$ cat config.mk
export PLATFORM = sky130hd
export DESIGN_NAME = m4vt_merge
export DESIGN_NICKNAME = d
export VERILOG_FILES = /design/src/sv/m4vt_pkg.sv /design/src/sv/m4vt_merge.sv
export SDC_FILE = /design/constraint.sdc
export NUM_CORES = 1
export LEC_CHECK = 0
export BUFFER_PORTS_ARGS = -buffer_cell sky130_fd_sc_hd__buf_2
export CORE_ASPECT_RATIO = 1.25
export CORE_MARGIN = 8
export CORE_UTILIZATION = 52
export DETAILED_ROUTE_END_ITERATION = 12
export GPL_ROUTABILITY_DRIVEN = 0
export PLACE_DENSITY = 0.8
export RECOVER_POWER = 25
export SLEW_MARGIN = 10
export SYNTH_ARGS = -nofsm -noshare
export SYNTH_HDL_FRONTEND = slang
export SYNTH_SLANG_ARGS = --single-unit
$ cat constraint.sdc
create_clock -name aclk -period 16.5 [get_ports aclk]
set_input_delay 2.475 -clock aclk [delete_from_list [all_inputs] [get_ports aclk]]
set_output_delay 2.475 -clock aclk [all_outputs]
set_load 0.03 [all_outputs]
$ cat src/sv/m4vt_pkg.sv
// Shared types and constants for the 4x4 matrix-vector transform block.
`default_nettype none

package m4vt_pkg;

    localparam int DIM        = 4;
    localparam int ADDR_W     = 4;
    localparam int IDX_W      = 2;
    localparam int DATA_W     = 32;
    localparam int Q_SHIFT    = 16;
    localparam int PROD_W     = 2 * DATA_W;
    localparam int SHIFTED_W  = PROD_W - Q_SHIFT;
    localparam int SUM_W      = SHIFTED_W + 2;
    localparam int CMD_W      = 2;
    localparam int S_TDATA_W  = 168;
    localparam int M_TDATA_W  = 160;

    typedef enum logic [CMD_W-1:0] {
        CMD_WRITE = 2'd0,
        CMD_READ  = 2'd1,
        CMD_XFORM = 2'd2
    } cmd_t;

    typedef logic signed [DATA_W-1:0] elem_t;
    typedef logic signed [PROD_W-1:0] prod_t;
    typedef logic signed [SUM_W-1:0]  sum_t;

    typedef struct packed {
        logic valid;
        cmd_t cmd;
    } ctrl_t;

    typedef struct packed {
        elem_t read_value;
        elem_t res_w;
        elem_t res_z;
        elem_t res_y;
        elem_t res_x;
        logic  overflow;
    } result_t;

endpackage

`default_nettype wire

$ cat src/sv/m4vt_merge.sv
// Merge of lane sums: saturate, flag overflow, select by command, output and skid registers.
`default_nettype none

module m4vt_merge
    import m4vt_pkg::*;
(
    input  wire logic                 aclk,
    input  wire logic                 aresetn,
    input  wire ctrl_t                ctrl,
    input  wire elem_t                read_data,
    input  wire sum_t                 sum [DIM],
    input  wire logic                 m_tready,
    output logic                      m_tvalid,
    output logic [M_TDATA_W-1:0]      m_tdata,   // res_x, res_y, res_z, res_w, read_value
    output logic [0:0]                m_tuser,   // overflow
    output logic                      pipe_en
);

    localparam sum_t SAT_MAX = sum_t'({1'b0, {(DATA_W-1){1'b1}}});
    localparam sum_t SAT_MIN = -SAT_MAX - sum_t'(1);

    elem_t   sat [DIM];
    logic    ovf [DIM];
    result_t res_next;
    result_t out_reg;
    result_t skid_reg;
    logic    out_valid_reg;
    logic    skid_valid_reg;

    always_comb begin
        for (int j = 0; j < DIM; j++) begin
            if (sum[j] > SAT_MAX) begin
                sat[j] = {1'b0, {(DATA_W-1){1'b1}}};
                ovf[j] = 1'b1;
            end else if (sum[j] < SAT_MIN) begin
                sat[j] = {1'b1, {(DATA_W-1){1'b0}}};
                ovf[j] = 1'b1;
            end else begin
                sat[j] = sum[j][DATA_W-1:0];
                ovf[j] = 1'b0;
            end
        end
    end

    always_comb begin
        res_next = '0;
        case (ctrl.cmd)
            CMD_READ: begin
                res_next.read_value = read_data;
            end
            CMD_XFORM: begin
                res_next.res_x    = sat[0];
                res_next.res_y    = sat[1];
                res_next.res_z    = sat[2];
                res_next.res_w    = sat[3];
                res_next.overflow = ovf[0] | ovf[1] | ovf[2] | ovf[3];
            end
            default: begin
                res_next = '0;
            end
        endcase
    end

    // pipeline moves whenever the skid stage is free
    assign pipe_en = !skid_valid_reg;

    always_ff @(posedge aclk) begin
        if (!aresetn) begin
            out_valid_reg  <= 1'b0;
            skid_valid_reg <= 1'b0;
        end else if (skid_valid_reg) begin
            if (m_tready) begin
                skid_valid_reg <= 1'b0;
            end
        end else if (ctrl.valid) begin
            if (!out_valid_reg || m_tready) begin
                out_valid_reg <= 1'b1;
            end else begin
                skid_valid_reg <= 1'b1;
            end
        end else if (m_tready) begin
            out_valid_reg <= 1'b0;
        end
    end

    always_ff @(posedge aclk) begin
        if (skid_valid_reg) begin
            if (m_tready) begin
                out_reg <= skid_reg;
            end
        end else if (ctrl.valid) begin
            if (!out_valid_reg || m_tready) begin
                out_reg <= res_next;
            end else begin
                skid_reg <= res_next;
            end
        end
    end

    assign m_tvalid = out_valid_reg;
    assign m_tdata  = {out_reg.read_value, out_reg.res_w, out_reg.res_z,
                       out_reg.res_y, out_reg.res_x};
    assign m_tuser  = out_reg.overflow;

endmodule

`default_nettype wire

Yosys cells after proc, flatten, opt, wreduce, memory -nomap -nowiden. Index checks and enable logic that the tools add are counted.

Flip-flop bits (word level): 324. Input bits: 238. Output and inout port bits: 163. Word-level logic and storage cells: 69.

Magnitude comparators: 8. Equal/unequal tests: 4. Mux-type cells: 29. Bitwise operators: 5. Reduce and logical (&&, ||, !) cells: 9.

Operators with widths (count): two-way mux 161 bit (4); two-way mux 32 bit (9); > comparator 50 x 32 -> 1 bit (second input constant) (4); < comparator 50 x 32 -> 1 bit (second input constant) (4); two-way mux 129 bit (1); two-way mux 1 bit (15); AND reduction 3 bit (3); nonzero test 2 bit (3); OR 1 bit (3); equality test 2 x 1 -> 1 bit (second input constant) (1); equality test 2 bit (second input constant) (1); zero test 1 bit (2); != test 2 x 1 -> 1 bit (second input constant) (1); != test 2 bit (second input constant) (1); inverter 1 bit (2); logical OR 1 bit (1).

Longest topological paths before layout. Gate-level depths: netlist of run 1.

Word-level depth: 10. Mapped depth: 7. Gate-level depth less buffers: 6.

Worst setup path before layout of run 1. Ideal clock, no wire load.

Path kind: input port to flip-flop. Start point: input port m_tready. End point: register skid_valid_reg. Library setup time: 0.112 ns. Arrival time: 15.058 ns. Required time: 16.388 ns. Path slack: 1.330 ns. Cell stages on the path: 2. Path buffers: 0. Cell sequence: nor3b_1 o21a_1.

Cells in the longest elaborated chain, start to end: 4. Elaborated cells between the ends (all ways): 5. Those cells by class: mux (4); reduce/logical (1).

Ends and longest elaborated chain: from (decl) (line m4vt_merge.sv:12) `input wire logic m_tready,`; logical OR 1 bit (line m4vt_merge.sv:76) `if (!out_valid_reg || m_tready) begin`; two-way mux 1 bit (line m4vt_merge.sv:76); two-way mux 1 bit (line m4vt_merge.sv:75) `end else if (ctrl.valid) begin`; two-way mux 1 bit * (line m4vt_merge.sv:71) `end else if (skid_valid_reg) begin`; to (signal assigned) (line m4vt_merge.sv:70) `skid_valid_reg <= 1'b0;`; to (signal assigned) (line m4vt_merge.sv:73) `skid_valid_reg <= 1'b0;`; to (signal assigned) (line m4vt_merge.sv:79) `skid_valid_reg <= 1'b1;`; to (decl) (line m4vt_merge.sv:28) `logic skid_valid_reg;`.

Mark *: on every way between the ends. The rest lies on a longest branch, timed or not. A chain may end at the register's enable or synchronous reset.

Final worst setup path of run 1.
Start point: input port ctrl[2] in the netlist's numbering. End point: register skid_reg[88] in the netlist's numbering, enable pin.

Cells in the longest elaborated chain, start to end: 1.

Ends and longest elaborated chain: from (decl) (line m4vt_merge.sv:9) `input wire ctrl_t ctrl,`; AND reduction 3 bit (no source line); to (signal assigned) (line m4vt_merge.sv:95) `skid_reg <= res_next;`; to (decl) (line m4vt_merge.sv:26) `result_t skid_reg;`.

No other way between the ends.

==> results of run 1 <==
==> power by group <==
part	switching (uW)	total [uW]	leakage [uW]	internal, uW
sequential	16.2	977	0.00309	961
clock	321	795	0.000555	474
combinational	160	218	0.00241	58.3
total	497	1990	0.00605	1490
==> layer usage <==
| layer | global-route usage [%] | vias to the layer above | routed length (um) |
|---|---|---|---|
| met3 | 5.41 | 111 | 2690 |
| met2 | 38.5 | 472 | 18600 |
| met5 | 0 | - | 0 |
| li1 | - | 4605 | - |
| met1 | 25.0 | 4678 | 13400 |
| met4 | 13.5 | 0 | 2000 |
==> cell families (layout without fill, tap and decap cells) <==
logic type | count (synthesis) | in the layout | share of synthesized area, %
buffers and inverters | 76 | 475 | 2.62
AND/OR/NAND/NOR | 356 | 356 | 11.8
multiplexers | 36 | 36 | 3.00
AO/OA/AOI/OAI | 259 | 259 | 10.6
other | 0 | 10 | 0
flip-flops | 324 | 324 | 71.9
==> final timing paths <==
path	to	startpoint	cells after the start
worst max-delay path	skid_reg[88]	ctrl[2]	4
worst min-delay path	m_tdata[126]	skid_reg[127]	2
worst max register to register	skid_reg[88]	skid_valid_reg	4
worst min register to register	m_tdata[126]	skid_reg[127]	2
==> critical path, delay by kind of cell <==
family | cells | cell delay (ns)
buf+inv | 2 | 6.35
simple gates | 2 | 0.32
==> cell usage in the layout (no fill, tap or decap), types with 10 or more instances in the layout <==
| master | instances |
|---|---|
| a21oi_1 | 96 |
| a21oi_2 | 30 |
| and2_0 | 33 |
| buf_2 | 274 |
| clkbuf_1 | 130 |
| clkbuf_16 | 37 |
| diode_2 | 10 |
| edfxtp_1 | 322 |
| mux2_2 | 36 |
| nand2_1 | 132 |
| nand4_1 | 19 |
| nor2_1 | 130 |
| nor4_1 | 17 |
| o21ai_0 | 95 |
| o21ai_1 | 30 |
==> per-stage QoR <==
step,hold slack (ns),utilization [%],instance area (um2),std cells,setup slack [ns]
5_1_grt,0.534,64.9,16700,1800,6.38
4_1_cts,0.529,65.6,16900,1790,11.74
6_report,0.526,64.9,16700,1800,7.07
2_1_floorplan,0.500,-,13500,1051,1.33
3_3_place_gp,0.485,61.0,15700,1728,11.92
3_5_place_dp,0.512,61.0,15700,1728,11.89
==> layout make-up <==
cell class / instances / area (um2)
Antenna cell: 10 / 25.0
Sequential cell: 324 / 9710
Timing Repair Buffer: 409 / 1910
Inverter: 4 / 15.0
Fill cell: 2012 / 9040
Multi-Input combinational cell: 651 / 3460
Clock buffer: 40 / 937
Clock inverter: 22 / 239
Tap cell: 340 / 425
==> metrics.cfg, run 1 <==
[synth]
synthArstFlopShare_pct=0
synth_edf_count=322
synth_commonest_cells=edfxtp_1 (322), nand2_1 (134), nor2_1 (133)
synth_area_leader_cell=edfxtp_1
ys_ff_latch=324
yosysMostFrequentCell=edfxtp_1
ys_top_cells_by_area=edfxtp_1 (72%), nand2_1 (3.7%), nor2_1 (3.7%)
synthCells=1051
syn_nets=1289
syn_area_per_cell_um2=12.8
ys.flop_type=edfxtp_1
yosysTopAreaCellShare_pct=71.6
yosys_warnings=0
ys_types=36
synthesis.area_mm2=0.0135
seq_area_frac_synth_pct=71.9

[clock_network]
clock_latency_ns=0.50
cts_resized=0
root_buffer=clkbuf_16
ctsLongestPathBuffers=3
cts_tree=yes
clkSinkCount=324
h-tree-depth=2
clkSlewWorstSetupHoldPaths_ns=0.06
cts_buffers=34
postCtsSetupBuffers=0
cts.hold.buffers_added=0

[sta]
hold_viol_final=0
relSlewSlack_pct=-499
rsz0062_at_grt=false
report.final.slew_viol_count=238
setup-tns-final_ns=0
worst_pin_slew_ns=8.98
min_period_over_period_pct=57.2
period_minus_slack_ns=9.43
finClkSkew_ns=0.0195
fmax_ghz=0.106
finalSetupViolCount=0

[floorplan]
die_x_um=160
core_mm2=0.0258
die_y_um=196
fp-row-count=66
top_level_ports=401
start_util_pct=52.4
die-area_mm2=0.0314

[setup_path]
path_class=in2reg
cpPeakStageDelay_ns=6.26
ff2ff_setup_slack_ns=7.62
critPathMaxFanout=162
cp_data_arrival_time_ns=9.26
crit_path_start_kind=input pin
worstSetupEndpointType=flip-flop
crit_slowest_cell=clkbuf_1
required_ns=16.33
path_cells=buf_2 -> nand2_1 -> nor3b_1 -> clkbuf_1

[outcome]
violations=max-capacitance violations, max-slew violations
status=finished with violations

[routing]
antenna_left=0
drt_iter0_drc=729
drc=0
vias=9866
drt-vias-per-instance=5.48
routedWlPerCell_um=20.4
routed_wirelength_um=36700
drt-pass1-iter-count=5

[power]
peakVddDrop_mv=0.0837
leakage_uw=0.00605
power_density_mw_per_mm2=119
p_total_uw=1990

[global_routing]
grt_use_total_pct=22.4
grt_overflow=0
grt_pass1_wl_um=55900
antenna_found_initial=9
grt_pass1_vias=10400
grt_max_degree=163

[min_path]
hp-class=reg2reg

[cells_and_area]
nNetsFinal=1662
drive_gt1_share_pct=29.0
syn2layout_area_growth_pct=23.9
largest_reg_flops=161

[job]
max-cap-violations=3

[placement]
dp_hpwl_um=24900
port_buffers=400

Power figures use the tool's default switching activity.
==> run 2: changes to the inputs <==
Clock period 16.5 ns to 9.37 ns, I/O delays scaled along.
==> metrics.cfg, run 2 (synthesized netlist as in run 1, its figures left out) <==
[floorplan]
die_x_um=160  ; unchanged
die-area_mm2=0.0314  ; unchanged
die_y_um=196  ; unchanged
core_mm2=0.0258  ; unchanged
top_level_ports=401  ; unchanged
fp-row-count=66  ; unchanged
start_util_pct=52.4  ; unchanged

[setup_path]
critPathMaxFanout=124  ; -23%
ff2ff_setup_slack_ns=4.19  ; -3.43 ns
path_cells=inv_1 -> clkbuf_1 -> nand2_8 -> o21ai_0
r2r-end=m_tdata[64]
worstSetupEndpointType=flip-flop
cp_data_arrival_time_ns=5.52  ; -3.74 ns
path_class=reg2reg
crit_slowest_cell=clkbuf_1
required_ns=9.71  ; -6.62 ns
reg2reg_depth=4  ; unchanged
reg2reg_from=skid_valid_reg
cp_num_buf_inv=2  ; unchanged
cp_top_family=buffers and inverters
cpPeakStageDelay_ns=1.76  ; -4.50 ns
crit_path_start_kind=flip-flop

[sta]
setup_ws_ns=4.19  ; -2.88 ns
min_period_over_period_pct=55.3
report.final.slew_viol_count=102  ; -57%
finClkSkew_ns=0.00993  ; -0.00958 ns
hold_viol_final=0  ; unchanged
setup-tns-final_ns=0  ; unchanged
period_minus_slack_ns=5.18
relSlewSlack_pct=-65.0  ; +430 points
fmax_ghz=0.193
worst_pin_slew_ns=2.47  ; -6.51 ns
finalSetupViolCount=0  ; unchanged
rsz0062_at_grt=false

[global_routing]
grt_pass1_wl_um=55900  ; about the same
grt_use_met3_pct=5.41  ; unchanged
grt_use_total_pct=22.4  ; about the same
grt_overflow=0  ; unchanged
antenna_found_initial=1  ; -8
grt_busiest_layer=met2
grt_max_degree=163  ; unchanged
grt_pass1_vias=10300  ; -0.66%
grtUsageMet2_pct=39.8  ; +1.2 points
met1_usage_pct=25.5  ; +0.57 points

[routing]
antenna_left=0  ; unchanged
drt-vias-per-instance=5.53  ; +0.83%
drc=0  ; unchanged
routed_wirelength_um=37000  ; +0.85%
vias=9843  ; -0.23%
drt_iter0_drc=677  ; -7.1%
routedWlPerCell_um=20.8  ; +1.9%
drt-pass1-iter-count=5  ; unchanged

[clock_network]
cts_buffers=30  ; -12%
h-tree-depth=1  ; -1
root_buffer=clkbuf_16
clock_latency_ns=0.55  ; +0.05 ns
clkSlewWorstSetupHoldPaths_ns=0.07  ; about the same
clkSinkCount=324  ; unchanged
cts.hold.buffers_added=0  ; unchanged
ctsLongestPathBuffers=3  ; unchanged
cts_resized=0  ; unchanged
postCtsSetupBuffers=0  ; unchanged
cts_tree=yes

[cells_and_area]
largest_reg_flops=161  ; unchanged
final_cell_mix=buf_2 (400), edfxtp_1 (322), nand2_1 (132)
final_common_cell=buf_2
syn2layout_area_growth_pct=23.3
drive_gt1_share_pct=36.5  ; +7.5 points
stdcell_area_mm2=0.0166  ; -0.51%
nFillCells=1999  ; -0.65%
nNetsFinal=1657  ; -0.30%
final_core_util_pct=64.6  ; -0.33 points

[power]
swShare_pct=25.0  ; about the same
switchingPower_uw=819  ; +65%
peakVddDrop_mv=0.125  ; +50%
leakage_uw=0.00633  ; +4.6%
intPower_uw=2460  ; +65%
seq_power_share_pct=52.3  ; +3.2 points
power_density_mw_per_mm2=197  ; +66%
pwr-share-clk_pct=35.5  ; -4.4 points
p_comb_share_pct=12.3  ; +1.3 points

[min_path]
hp-class=reg2reg
min_to=m_tvalid
hp-start=m_tvalid
hold_path_depth=2  ; unchanged

[outcome]
status=finished with violations
violations=max-capacitance violations, max-slew violations

[placement]
place_area_mm2=0.0157  ; about the same
place_ws_ns=5.42  ; -6.47 ns
port_buffers=400  ; unchanged
dp_hpwl_um=25300  ; +1.9%

[job]
max-cap-violations=2  ; -1

-- run 2: cell types whose count changed in the layout (fill, tap and decap cells not counted), moves of 2 or more --
cell and delta:
clkinv_1 +2, diode_2 -9, clkinv_2 -2, buf_2 +126, clkinvlp_4 -5, clkbuf_16 -6
inv_6 -2, clkbuf_1 -119, buf_4 -3, bufinv_16 -2, nor2_4 +2, nor2_2 -2
-- run 2: worst reg2reg max path, delay by kind of cell, from the launching register on --
| family | cells | cell delay, ns |
|---|---|---|
| DFF | 1 | 1.13 |
| AOI/OAI and AO/OA | 1 | 0.57 |
| buffers and inverters | 2 | 2.27 |
| and+or+nand+nor | 1 | 1.00 |
-- run 2: power by group through the flow --
stage	Sequential, uW	Combinational [uW]	Clock, uW
2_1_floorplan	1860	128	0
3_3_place_gp	1740	397	0
3_5_place_dp	1750	405	0
4_1_cts	1720	406	1190
5_1_grt	1720	430	1230
6_report	1720	402	1160
-- run 2: worst max-delay path by stage --
stage	from	end	slack, ns	cells past startpoint
3_3_place_gp	m_tready	m_tdata[109]	5.47	3
2_1_floorplan	ctrl[2]	skid_reg[0]	1.08	2
3_5_place_dp	m_tready	m_tdata[117]	5.42	3
4_1_cts	m_tready	m_tdata[105]	5.99	3
6_report	skid_valid_reg	m_tdata[64]	4.19	4
5_1_grt	skid_valid_reg	m_tdata[118]	3.61	4
-- run 2: metrics by stage --
step / cells / hold slack (ns) / power (uW)
floorplan: 1051 / 0.500 / 1990
global placement: 1727 / 0.501 / 2140
detailed placement: 1727 / 0.504 / 2150
CTS: 1780 / 0.513 / 3310
global route: 1781 / 0.543 / 3380
finish: 1781 / 0.509 / 3280
-- run 2: metal layers --
| layer | vias up | wire length (um) |
|---|---|---|
| li1 | 4582 | - |
| met1 | 4687 | 13500 |
| met2 | 500 | 19100 |
| met3 | 74 | 3050 |
| met4 | 0 | 1320 |
| met5 | - | 0 |
-- run 2: layout make-up --
class | instances | area (um2) | area share, %
repair buffers | 408 | 2070 | 12.4
inverters | 4 | 15.0 | 0.0902
diodes | 1 | 2.50 | 0.0150
multi-input cells | 651 | 3490 | 21.0
clock buffers | 40 | 810 | 4.86
clock inverters | 13 | 121 | 0.729
flip-flops and latches | 324 | 9710 | 58.3
well taps | 340 | 425 | 2.56
